[config.mk]
export PLATFORM = sky130hd
export DESIGN_NAME = stream_byte_pattern_replacer
export DESIGN_NICKNAME = d
export VERILOG_FILES = /design/src/design/sbpr_pkg.sv /design/src/design/stream_byte_pattern_replacer.sv /design/src/design/sbpr_ctrl.sv /design/src/design/sbpr_datapath.sv
export SDC_FILE = /design/constraint.sdc
export NUM_CORES = 1
export LEC_CHECK = 0
export BUFFER_PORTS_ARGS = -buffer_cell sky130_fd_sc_hd__buf_2
export CAP_MARGIN = 30
export CORE_ASPECT_RATIO = 1.75
export CORE_MARGIN = 3
export CORE_UTILIZATION = 63
export DETAILED_ROUTE_END_ITERATION = 8
export HOLD_SLACK_MARGIN = 0.08
export MAX_ROUTING_LAYER = met4
export PLACE_DENSITY = 0.87
export REMOVE_ABC_BUFFERS = 1
export SYNTH_ARGS = -nofsm -noshare
export SYNTH_HDL_FRONTEND = slang
export SYNTH_SLANG_ARGS = --single-unit
[constraint.sdc]
create_clock -name clk -period 5.47 [get_ports clk]
set_input_delay 1.3675 -clock clk [delete_from_list [all_inputs] [get_ports clk]]
set_output_delay 1.3675 -clock clk [all_outputs]
set_load 0.02 [all_outputs]
[src/design/sbpr_pkg.sv]
// Shared types, register indexes and a helper function of the byte pattern replacer.
package sbpr_pkg;

  localparam int PATTERN_MAX_DEF = 8;
  localparam int REPLACE_MAX_DEF = 8;

  localparam int CFG_IDX_W  = 3;
  localparam int CFG_DATA_W = 64;

  localparam logic [CFG_IDX_W-1:0] REG_PATTERN_BYTES      = 3'd0;
  localparam logic [CFG_IDX_W-1:0] REG_PATTERN_LENGTH     = 3'd1;
  localparam logic [CFG_IDX_W-1:0] REG_REPLACEMENT_BYTES  = 3'd2;
  localparam logic [CFG_IDX_W-1:0] REG_REPLACEMENT_LENGTH = 3'd3;
  localparam logic [CFG_IDX_W-1:0] REG_FOLD_CASE          = 3'd4;

  typedef struct packed {
    logic accept;
    logic eval;
    logic advance;
  } cmd_t;

  typedef struct packed {
    logic eval_empty;
    logic emit_last;
  } sts_t;

  function automatic logic [7:0] fold_byte(input logic [7:0] b, input logic en);
    logic [7:0] r;
    r = b;
    if (en && (b inside {[8'h41 : 8'h5A]})) begin
      r = b + 8'h20;
    end
    return r;
  endfunction

endpackage

[src/design/stream_byte_pattern_replacer.sv]
// Top level of the streaming byte pattern replacer.
//
//   Channel  Handshake          Payload
//   in_      in_valid/in_stall  in_data_byte, in_stream_last
//   out_     out_valid/out_stall out_byte, out_run_end
//   cfg_     cfg_valid/cfg_ready cfg_index, cfg_data
//
// An input byte is loaded, then evaluated, then its result bytes are emitted in order;
// a byte with no result returns to accepting input right after its evaluation.
// The evaluation compares every shift of the held window with the pattern in parallel.
// in_stall stays high from a transfer until its last result has been taken.
// out_stall holds the current result byte; reset is synchronous and empties the window.
module stream_byte_pattern_replacer #(
  parameter int PATTERN_MAX = sbpr_pkg::PATTERN_MAX_DEF,
  parameter int REPLACE_MAX = sbpr_pkg::REPLACE_MAX_DEF
) (
  input  logic                            clk,
  input  logic                            rst_n,
  input  logic                            in_valid,
  output logic                            in_stall,
  input  logic [7:0]                      in_data_byte,
  input  logic                            in_stream_last,
  output logic                            out_valid,
  input  logic                            out_stall,
  output logic [7:0]                      out_byte,
  output logic                            out_run_end,
  input  logic                            cfg_valid,
  output logic                            cfg_ready,
  input  logic [sbpr_pkg::CFG_IDX_W-1:0]  cfg_index,
  input  logic [sbpr_pkg::CFG_DATA_W-1:0] cfg_data
);
  import sbpr_pkg::*;

  cmd_t cmd;
  sts_t sts;

  assign cfg_ready = 1'b1;

  sbpr_ctrl u_ctrl (
    .clk       (clk),
    .rst_n     (rst_n),
    .in_valid  (in_valid),
    .in_stall  (in_stall),
    .out_valid (out_valid),
    .out_stall (out_stall),
    .sts       (sts),
    .cmd       (cmd)
  );

  sbpr_datapath #(
    .PATTERN_MAX (PATTERN_MAX),
    .REPLACE_MAX (REPLACE_MAX)
  ) u_datapath (
    .clk            (clk),
    .rst_n          (rst_n),
    .cmd            (cmd),
    .sts            (sts),
    .in_data_byte   (in_data_byte),
    .in_stream_last (in_stream_last),
    .cfg_we         (cfg_valid & cfg_ready),
    .cfg_index      (cfg_index),
    .cfg_data       (cfg_data),
    .out_byte       (out_byte),
    .out_run_end    (out_run_end)
  );

endmodule

[src/design/sbpr_ctrl.sv]
// Controller state machine that sequences accept, evaluation and result emission.
module sbpr_ctrl (
  input  logic          clk,
  input  logic          rst_n,
  input  logic          in_valid,
  output logic          in_stall,
  output logic          out_valid,
  input  logic          out_stall,
  input  sbpr_pkg::sts_t sts,
  output sbpr_pkg::cmd_t cmd
);
  import sbpr_pkg::*;

  localparam logic [1:0] S_IDLE = 2'd0;
  localparam logic [1:0] S_EVAL = 2'd1;
  localparam logic [1:0] S_EMIT = 2'd2;

  logic [1:0] state_r;
  logic [1:0] state_nxt;

  always_comb begin
    state_nxt   = state_r;
    cmd.accept  = 1'b0;
    cmd.eval    = 1'b0;
    cmd.advance = 1'b0;
    case (state_r)
      S_IDLE: begin
        if (in_valid) begin
          cmd.accept = 1'b1;
          state_nxt  = S_EVAL;
        end
      end
      S_EVAL: begin
        cmd.eval  = 1'b1;
        state_nxt = sts.eval_empty ? S_IDLE : S_EMIT;
      end
      S_EMIT: begin
        if (!out_stall) begin
          cmd.advance = 1'b1;
          if (sts.emit_last) begin
            state_nxt = S_IDLE;
          end
        end
      end
      default: begin
        state_nxt = S_IDLE;
      end
    endcase
  end

  always_ff @(posedge clk) begin
    if (!rst_n) begin
      state_r <= S_IDLE;
    end else begin
      state_r <= state_nxt;
    end
  end

  assign in_stall  = (state_r != S_IDLE);
  assign out_valid = (state_r == S_EMIT);

endmodule

[src/design/sbpr_datapath.sv]
// Datapath with configuration registers, match window, prefix compare and output buffer.
module sbpr_datapath #(
  parameter int PATTERN_MAX = sbpr_pkg::PATTERN_MAX_DEF,
  parameter int REPLACE_MAX = sbpr_pkg::REPLACE_MAX_DEF
) (
  input  logic                            clk,
  input  logic                            rst_n,
  input  sbpr_pkg::cmd_t                  cmd,
  output sbpr_pkg::sts_t                  sts,
  input  logic [7:0]                      in_data_byte,
  input  logic                            in_stream_last,
  input  logic                            cfg_we,
  input  logic [sbpr_pkg::CFG_IDX_W-1:0]  cfg_index,
  input  logic [sbpr_pkg::CFG_DATA_W-1:0] cfg_data,
  output logic [7:0]                      out_byte,
  output logic                            out_run_end
);
  import sbpr_pkg::*;

  localparam int BUF_MAX = (PATTERN_MAX > REPLACE_MAX) ? PATTERN_MAX : REPLACE_MAX;
  localparam int CNT_W   = $clog2(PATTERN_MAX + 1);
  localparam int ECNT_W  = $clog2(BUF_MAX + 1);
  localparam int WIN_W   = PATTERN_MAX * 8;
  localparam int BUF_W   = BUF_MAX * 8;
  localparam int REP_W   = REPLACE_MAX * 8;
  localparam int WIDX_W  = $clog2(WIN_W);

  logic [63:0] pattern_r;
  logic [3:0]  plen_raw_r;
  logic [63:0] replace_r;
  logic [3:0]  rlen_raw_r;
  logic        fold_r;

  logic [WIN_W-1:0]  win_r;
  logic [CNT_W-1:0]  count_r;
  logic              last_r;
  logic [BUF_W-1:0]  buf_r;
  logic [ECNT_W-1:0] ecnt_r;
  logic [ECNT_W-1:0] k_r;

  logic [CNT_W-1:0]       plen;
  logic [ECNT_W-1:0]      rlen;
  logic [PATTERN_MAX-1:0] pre_ok;
  logic [CNT_W-1:0]       shift_sel;
  logic                   full_match;
  logic [63:0]            ext_win;
  logic [63:0]            ext_rep;
  logic [BUF_W-1:0]       buf_nxt;
  logic [ECNT_W-1:0]      ecnt_nxt;
  logic [WIN_W-1:0]       win_shift;
  logic [BUF_W-1:0]       buf_shift;
  logic [WIDX_W-1:0]      wr_base;

  always_comb begin
    if (plen_raw_r == 4'd0) begin
      plen = CNT_W'(1);
    end else if (32'(plen_raw_r) > PATTERN_MAX) begin
      plen = CNT_W'(PATTERN_MAX);
    end else begin
      plen = CNT_W'(plen_raw_r);
    end
    if (32'(rlen_raw_r) > REPLACE_MAX) begin
      rlen = ECNT_W'(REPLACE_MAX);
    end else begin
      rlen = ECNT_W'(rlen_raw_r);
    end
  end

  always_comb begin
    for (int s = 0; s < PATTERN_MAX; s++) begin
      pre_ok[s] = 1'b1;
      for (int j = 0; j < PATTERN_MAX; j++) begin
        if (s + j < PATTERN_MAX) begin
          if (CNT_W'(s + j) < count_r) begin
            if (fold_byte(win_r[(s+j)*8 +: 8], fold_r) !=
                fold_byte(pattern_r[j*8 +: 8], fold_r)) begin
              pre_ok[s] = 1'b0;
            end
          end
        end
      end
    end
  end

  always_comb begin
    shift_sel = count_r;
    for (int s = PATTERN_MAX - 1; s >= 0; s--) begin
      if (CNT_W'(s) < count_r && pre_ok[s]) begin
        shift_sel = CNT_W'(s);
      end
    end
  end

  assign full_match = (count_r == plen) && pre_ok[0];
  assign win_shift  = win_r >> {shift_sel, 3'b000};
  assign wr_base    = WIDX_W'({count_r, 3'b000});

  always_comb begin
    ext_win = '0;
    ext_win[WIN_W-1:0] = win_r;
    ext_rep = '0;
    ext_rep[REP_W-1:0] = replace_r[REP_W-1:0];
    if (full_match) begin
      buf_nxt  = ext_rep[BUF_W-1:0];
      ecnt_nxt = rlen;
    end else begin
      buf_nxt  = ext_win[BUF_W-1:0];
      ecnt_nxt = last_r ? ECNT_W'(count_r) : ECNT_W'(shift_sel);
    end
  end

  assign sts.eval_empty = (ecnt_nxt == '0);
  assign sts.emit_last  = ((k_r + 1'b1) == ecnt_r);

  always_ff @(posedge clk) begin
    if (!rst_n) begin
      pattern_r  <= '0;
      plen_raw_r <= 4'd1;
      replace_r  <= '0;
      rlen_raw_r <= 4'd0;
      fold_r     <= 1'b0;
      count_r    <= '0;
      last_r     <= 1'b0;
      ecnt_r     <= '0;
      k_r        <= '0;
    end else begin
      if (cmd.accept) begin
        count_r <= count_r + 1'b1;
        last_r  <= in_stream_last;
      end
      if (cmd.eval) begin
        ecnt_r <= ecnt_nxt;
        k_r    <= '0;
        if (full_match || last_r) begin
          count_r <= '0;
        end else begin
          count_r <= count_r - shift_sel;
        end
      end
      if (cmd.advance) begin
        k_r <= k_r + 1'b1;
      end
      if (cfg_we) begin
        case (cfg_index)
          REG_PATTERN_BYTES: begin
            pattern_r <= cfg_data;
          end
          REG_PATTERN_LENGTH: begin
            plen_raw_r <= cfg_data[3:0];
            count_r    <= '0;
          end
          REG_REPLACEMENT_BYTES: begin
            replace_r <= cfg_data;
          end
          REG_REPLACEMENT_LENGTH: begin
            rlen_raw_r <= cfg_data[3:0];
          end
          REG_FOLD_CASE: begin
            fold_r <= cfg_data[0];
          end
          default: begin
          end
        endcase
      end
    end
  end

  always_ff @(posedge clk) begin
    if (cmd.accept) begin
      win_r[wr_base +: 8] <= in_data_byte;
    end
    if (cmd.eval) begin
      buf_r <= buf_nxt;
      win_r <= win_shift;
    end
  end

  assign buf_shift   = buf_r >> {k_r, 3'b000};
  assign out_byte    = buf_shift[7:0];
  assign out_run_end = sts.emit_last;

endmodule
Word-level counts from Yosys, hierarchy flattened:

Index checks and enable logic that the tools add are counted.

* input bits: 81
* output and inout port bits: 12
* register bits: 280
* word-level logic and storage cells: 346

* magnitude comparators: 42
* reduce and logical (&&, ||, !) cells: 55
* eq/ne operators: 47
* add/sub/neg operators: 20
* shifts and indexed selects: 4
* muxes and demuxes: 166

Operator list (count)
* two-way mux 8 bit: 60
* != test 8 bit: 36
* two-way mux 64 bit: 3
* adder 8 x 6 -> 8 bit, second input constant: 16
* >= comparator 8 x 7 -> 1 bit, second input constant: 16
* less-or-equal comparator 8 x 7 -> 1 bit, second input constant: 16
* two-way mux 4 bit: 20
* two-way mux 1 bit: 77
* bitwise mux 64 bit: 1
* variable shift 8 x 8 -> 64 bit, first input constant: 1
* variable part select 8 x 8 -> 64 bit: 1
* right shift 64 x 7 -> 64 bit: 1
* right shift 64 x 7 -> 8 bit: 1
* logical AND 1 bit: 41
* < comparator 3 x 4 -> 1 bit, first input constant: 4
* AND reduction 2 bit: 5
* adder 4 x 1 -> 4 bit, second input constant: 2
* == test 4 bit: 2
* > comparator 4 bit, second input constant: 2
* logical NOT 4 bit: 2
* < comparator 1 x 4 -> 1 bit, first input constant: 2
* < comparator 2 x 4 -> 1 bit, first input constant: 2
* two-way mux 2 bit: 4
* negator 6 -> 8 bit: 1
* 14 further kinds: 18

Longest topological paths before layout:

* depth in word-level cells: 29
* depth in mapped cells: 22
* mapped depth without buffers: 19

Modules after synthesis:

From an unflattened synthesis, not the netlist that was laid out.

* cell total of the unflattened synthesis: 2033
* area, all modules: 18868.1 um^2

By module, submodules not included
* sbpr_datapath: area an instance 18741.7 um^2, instances 1, cells each 2017
* sbpr_ctrl: area an instance 115.1 um^2, instances 1, cells each 14
* stream_byte_pattern_replacer: area an instance 11.3 um^2, instances 1, cells each 2

Worst setup path after synthesis:

No wires, ideal clock.

* path type: reg2reg
* start point: register u_datapath.win_r[61] (netlist: u_datapath.ext_win[61])
* end point: register u_datapath.count_r[3]
* cell stages (with the launch flop): 20
* path slack: 0.577 ns
* arrival: 4.822 ns
* clock period less this slack: 4.893 ns
* cell sequence: edfxtp_1 > ha_1 > or3_1 > o31ai_2 > xor2_1 > or4_1 > a2111oi_2 > and3_2 > a211oi_2 > nor3_4 > buf_4 > inv_1 > buf_2 > ha_1 > a21o_1 > a21oi_1 > nor4b_1 > o211ai_1 > a21o_1 > a21oi_1

* word-level cells in the longest chain between the ends: 22
* elaborated cells between the ends (all ways): 54
* those cells by class: add/sub (2); order compare (2); eq/ne (8); mux (30); reduce/logical (12)

RTL lines
* from (decl): line sbpr_datapath.sv:34 `logic [WIN_W-1:0] win_r;`
* from (signal, indexed assignment): line sbpr_datapath.sv:170 `win_r[wr_base +: 8] <= in_data_byte;`
* from (signal assigned): line sbpr_datapath.sv:174 `win_r <= win_shift;`
* >= comparator 8 x 7 -> 1 bit or less-or-equal comparator 8 x 7 -> 1 bit (tied branches): line sbpr_pkg.sv:30 `if (en && (b inside {[8'h41 : 8'h5A]})) begin`
* logical AND 1 bit (2 in series): line sbpr_pkg.sv:30
* two-way mux 8 bit *: line sbpr_pkg.sv:30
* two-way mux 8 bit *: line sbpr_datapath.sv:74 `if (CNT_W'(s + j) < count_r) begin`
* != test 8 bit: line sbpr_datapath.sv:75 `if (fold_byte(win_r[(s+j)*8 +: 8], fold_r) !=`
* two-way mux 1 bit: line sbpr_datapath.sv:75
* two-way mux 1 bit: line sbpr_datapath.sv:74
* logical AND 1 bit: line sbpr_datapath.sv:88 `if (CNT_W'(s) < count_r && pre_ok[s]) begin`
* two-way mux 4 bit (8 in series): line sbpr_datapath.sv:88
* subtractor 4 bit: line sbpr_datapath.sv:137 `count_r <= count_r - shift_sel;`
* two-way mux 4 bit *: line sbpr_datapath.sv:134 `if (full_match || last_r) begin`
* two-way mux 4 bit *: line sbpr_datapath.sv:131 `if (cmd.eval) begin`
* two-way mux 4 bit: line sbpr_datapath.sv:144 `case (cfg_index)`
* two-way mux 4 bit *: line sbpr_datapath.sv:143 `if (cfg_we) begin`
* to (signal assigned): line sbpr_datapath.sv:128 `count_r <= count_r + 1'b1;`
* to (signal assigned): line sbpr_datapath.sv:137
* to (decl): line sbpr_datapath.sv:35 `logic [CNT_W-1:0] count_r;`

Mark *: on every way between the ends. The rest lies on a longest branch, timed or not. The select of a mux whose other input is x is not followed.
A chain may end at the register's enable or synchronous reset.

Worst setup path after layout:

* start point: register u_datapath.fold_r
* end point: register u_datapath.count_r[3]

* word-level cells in the longest chain between the ends: 27
* elaborated cells between the ends (all ways): 207
* those cells by class: add/sub (1); eq/ne (36); mux (144); reduce/logical (26)

RTL lines
* from (decl): line sbpr_datapath.sv:32 `logic fold_r;`
* from (signal assigned): line sbpr_datapath.sv:159 `fold_r <= cfg_data[0];`
* logical AND 1 bit: line sbpr_pkg.sv:30
* two-way mux 8 bit: line sbpr_pkg.sv:30
* two-way mux 8 bit: line sbpr_datapath.sv:74
* != test 8 bit: line sbpr_datapath.sv:75
* two-way mux 1 bit: line sbpr_datapath.sv:75
* two-way mux 1 bit: line sbpr_datapath.sv:74
* two-way mux 1 bit: line sbpr_datapath.sv:75
* two-way mux 1 bit: line sbpr_datapath.sv:74
* (+11 left out)
* two-way mux 1 bit: line sbpr_datapath.sv:74
* logical AND 1 bit: line sbpr_datapath.sv:88
* two-way mux 4 bit: line sbpr_datapath.sv:88
* subtractor 4 bit: line sbpr_datapath.sv:137
* two-way mux 4 bit *: line sbpr_datapath.sv:134
* two-way mux 4 bit *: line sbpr_datapath.sv:131
* two-way mux 4 bit: line sbpr_datapath.sv:144
* two-way mux 4 bit *: line sbpr_datapath.sv:143

Marks and branches as above.

==> qor.txt <==
Via Count: 17.4k
Type of origin of the critical path: flop
Final Critical Period: 5270 ps
CTS Hold Buffers Added: 0
Hold Slack: 454 ps
Die W: 136 um
Layout cell share with drive strength beyond 1: 19.2%
Hold Crit Class: flop to flop
Min setup slack post-route: 197 ps
NumNets Final: 2239
WHS Path Cells: 2
Top_reg_cell synth: dfxtp_1
H-Tree Level Count: 1
Initial antenna violation count: 3
Total Routing Usage GR: 46.6%
Final setup viols: 0
Vias in the first global route: 17.3k
Ports: 93
Fmax achieved: 0.190 GHz
First-pass iteration count of the detailed router: 6
Starting Density: 64.8%
Crit-path max FO: 11
Crit path buffers/inverters: 3
Most frequent cells in the layout: 340 x nand2_1, 170 x a21oi_1, 168 x xor2_1
Vias per cell: 6.87
Fill cell count: 2132
Cell Pwr Density: 284 mW/mm^2
Worst-path clk slew: 70 ps
Mapped Cells: 2061
Count of warnings emitted by yosys: 0
Placement Cell Area: 0.0199 mm^2
Area of the multi-input gates: 0.0109 mm^2
Die footprint: 0.0319 mm^2
Slowest cell delay on critical path: 800 ps
FP Rows: 82
Yosys cell types: 84
Tcrit/Tclk final: 96.4%
Crit path DAT: 5770 ps
Post-route cell area: 0.0209 mm^2
CTS Buf Count: 27
CP required: 5970 ps
WL final: 72600 um
WL/cell: 28.7 um
Area Overhead vs Synth: 11.5%
Status: finished, final reports clean
Resized cells post-CTS: 0
DRC violation count after routing: 0
Cell Chain, Critical Path: buf_4, o21ai_0, o41ai_1, xnor2_1, nand4_1, nor4_1, nor3_1, or4_1, o21ai_4, inv_1, ha_1, inv_1, a21o_1, a21oi_1, nor4b_1, o211ai_1, a21o_1, a21oi_1
Largest net degree at the start of global routing: 97
Die Y: 234 um
Lkg Pwr: 7.67 nW
Global-route wire length before repair: 107000 um
CTS tree: yes
CP Capture Type: flop
Initial drt markers: 1958
Critical path class: flop to flop
Placed cell count: 2479
Max-cap violations: 0
Sequential cell area: 0.00689 mm^2
Synthesized flop and latch total: 280
Hpwl dp: 52700 um
Layout Skew: 12.9 ps
Total gr overflow: 0
Synthesized cell area: 0.0187 mm^2
Sequential fraction of the synthesis area: 36.8%
Relative slew slack: 31.6%
Root buffer cell: clkbuf_16
Critical path depth: 18
Pre-CTS setup slack: 299 ps
R2R depth: 18
Number of synthesized flops with an enable pin: 128
Layout Cells excl Fill: 2535
Worst-margin pin slew: 1020 ps
Setup_tns: 0 ps
Clk buf depth: 3
Num Clock Sinks: 280
Commonest non-fill, non-tap cell in the layout: nand2_1
Syn_area_per_cell: 9.09 um^2
Post-CTS setup buffer count: 0
Unrepaired setup endpoints after global routing: false
Asr flop ratio synth: 0%
Core area: 0.0289 mm^2
Crit-path slowest cell: o41ai_1
Final ANT Viol Nets: 0
Final hold vios: 0
Worst VDD drop: 0.000310 V
Clk Latency, worst-skew pair: 570 ps
IO buf count: 91
Top delay family on crit path: simple AND/OR/NAND/NOR gates
Gpl congestion: 1.07
Slew Limit Fails: 0
## where the power goes
group | internal [mW] | switching, mW
sequential | 2.36 | 0.139
combinational | 0.559 | 0.904
clock | 1.11 | 0.861
total | 4.03 | 1.90
## through the flow
| stage | util (%) | total power [mW] |
|---|---|---|
| after floorplan | - | 3.36 |
| after global placement | 68.5 | 3.90 |
| after detailed placement | 68.6 | 3.93 |
| after CTS | 71.8 | 5.86 |
| after global routing | 72.2 | 6.07 |
| final | 72.2 | 5.93 |
## cell usage after synthesis (9+ instances only)
cell type	instances	area, um^2
buf_2	33	165
xnor2_1	132	1160
o22ai_1	20	125
a21oi_1	170	851
o21ai_1	21	105
xor2_1	168	1470
mux4_2	16	360
edfxtp_1	128	3840
nor4_1	17	106
nor2_1	73	274
ha_1	23	288
nand4_1	15	93.8
nand2_1	341	1280
o21ai_0	20	100
mux2i_1	65	651
mux2_2	87	980
or4_1	18	135
clkbuf_1	110	413
and2_1	16	100
o31ai_1	11	82.6
inv_1	54	203
or3_1	14	87.6
buf_1	15	56.3
o41ai_2	11	179
mux2_1	9	101
o41ai_1	17	149
nand3_1	73	365
dfxtp_1	152	3040
nor3_1	42	210
nor2b_1	12	75.1
a22oi_1	15	113
## tightest hold or removal path, stage by stage (launching register included)
cell and delay (ps):
dfxtp_1 310, nand2_1 50, a21oi_1 50
## layer usage
| metal | routed length [um] | GRT usage [%] | share of wire (%) |
|---|---|---|---|
| met5 | 0 | - | 0 |
| met4 | 7890 | 38.1 | 11 |
| met3 | 6080 | 9.34 | 8.4 |
| met2 | 34600 | 74.8 | 48 |
| met1 | 24100 | 49.1 | 33 |
## kinds of logic after synthesis
logic type | share of synthesized area (%)
AO/OA/AOI/OAI | 15.2
adder cells (fa/ha/maj) | 1.64
flip-flops | 36.8
buffers and inverters | 5.04
other | 0.0200
AND/OR/NAND/NOR | 16.1
multiplexers | 11.2
XOR/XNOR | 14.0
## state kept, by name, indices dropped and copies added (netlist names)
signal                 cells
u_datapath.buf_r          64
u_datapath.plen_raw_r      4
u_datapath.last_r          1
u_datapath.ext_win        64
u_datapath.pattern_r      64
u_datapath.k_r             4
u_ctrl.state_r             2
u_datapath.rlen_raw_r      4
u_datapath.ext_rep        64
u_datapath.ecnt_r          4
u_datapath.fold_r          1
u_datapath.count_r         4
## worst paths after layout
path / startpoint / endpoint / slack (ps)
worst max-delay path: u_datapath.fold_r$_SDFFE_PN0P_ / u_datapath.count_r[3]$_SDFF_PN0_ / 200
worst min-delay path: u_datapath.ext_rep[11]$_SDFFE_PN0P_ / u_datapath.ext_rep[11]$_SDFFE_PN0P_ / 450
worst max register to register: u_datapath.fold_r$_SDFFE_PN0P_ / u_datapath.count_r[3]$_SDFF_PN0_ / 200
worst min register to register: u_datapath.ext_rep[11]$_SDFFE_PN0P_ / u_datapath.ext_rep[11]$_SDFFE_PN0P_ / 450
## cell type report
class,count,area share [%]
clock buffer,42,4.05
sequential,280,33.0
multi-input combinational,1556,52.3
inverter,56,1.02
timing repair buffer,213,7.06
tap,378,2.26
antenna,3,0.0359
clock inverter,7,0.324
No activity file was read; power rests on OpenSTA's default activity.
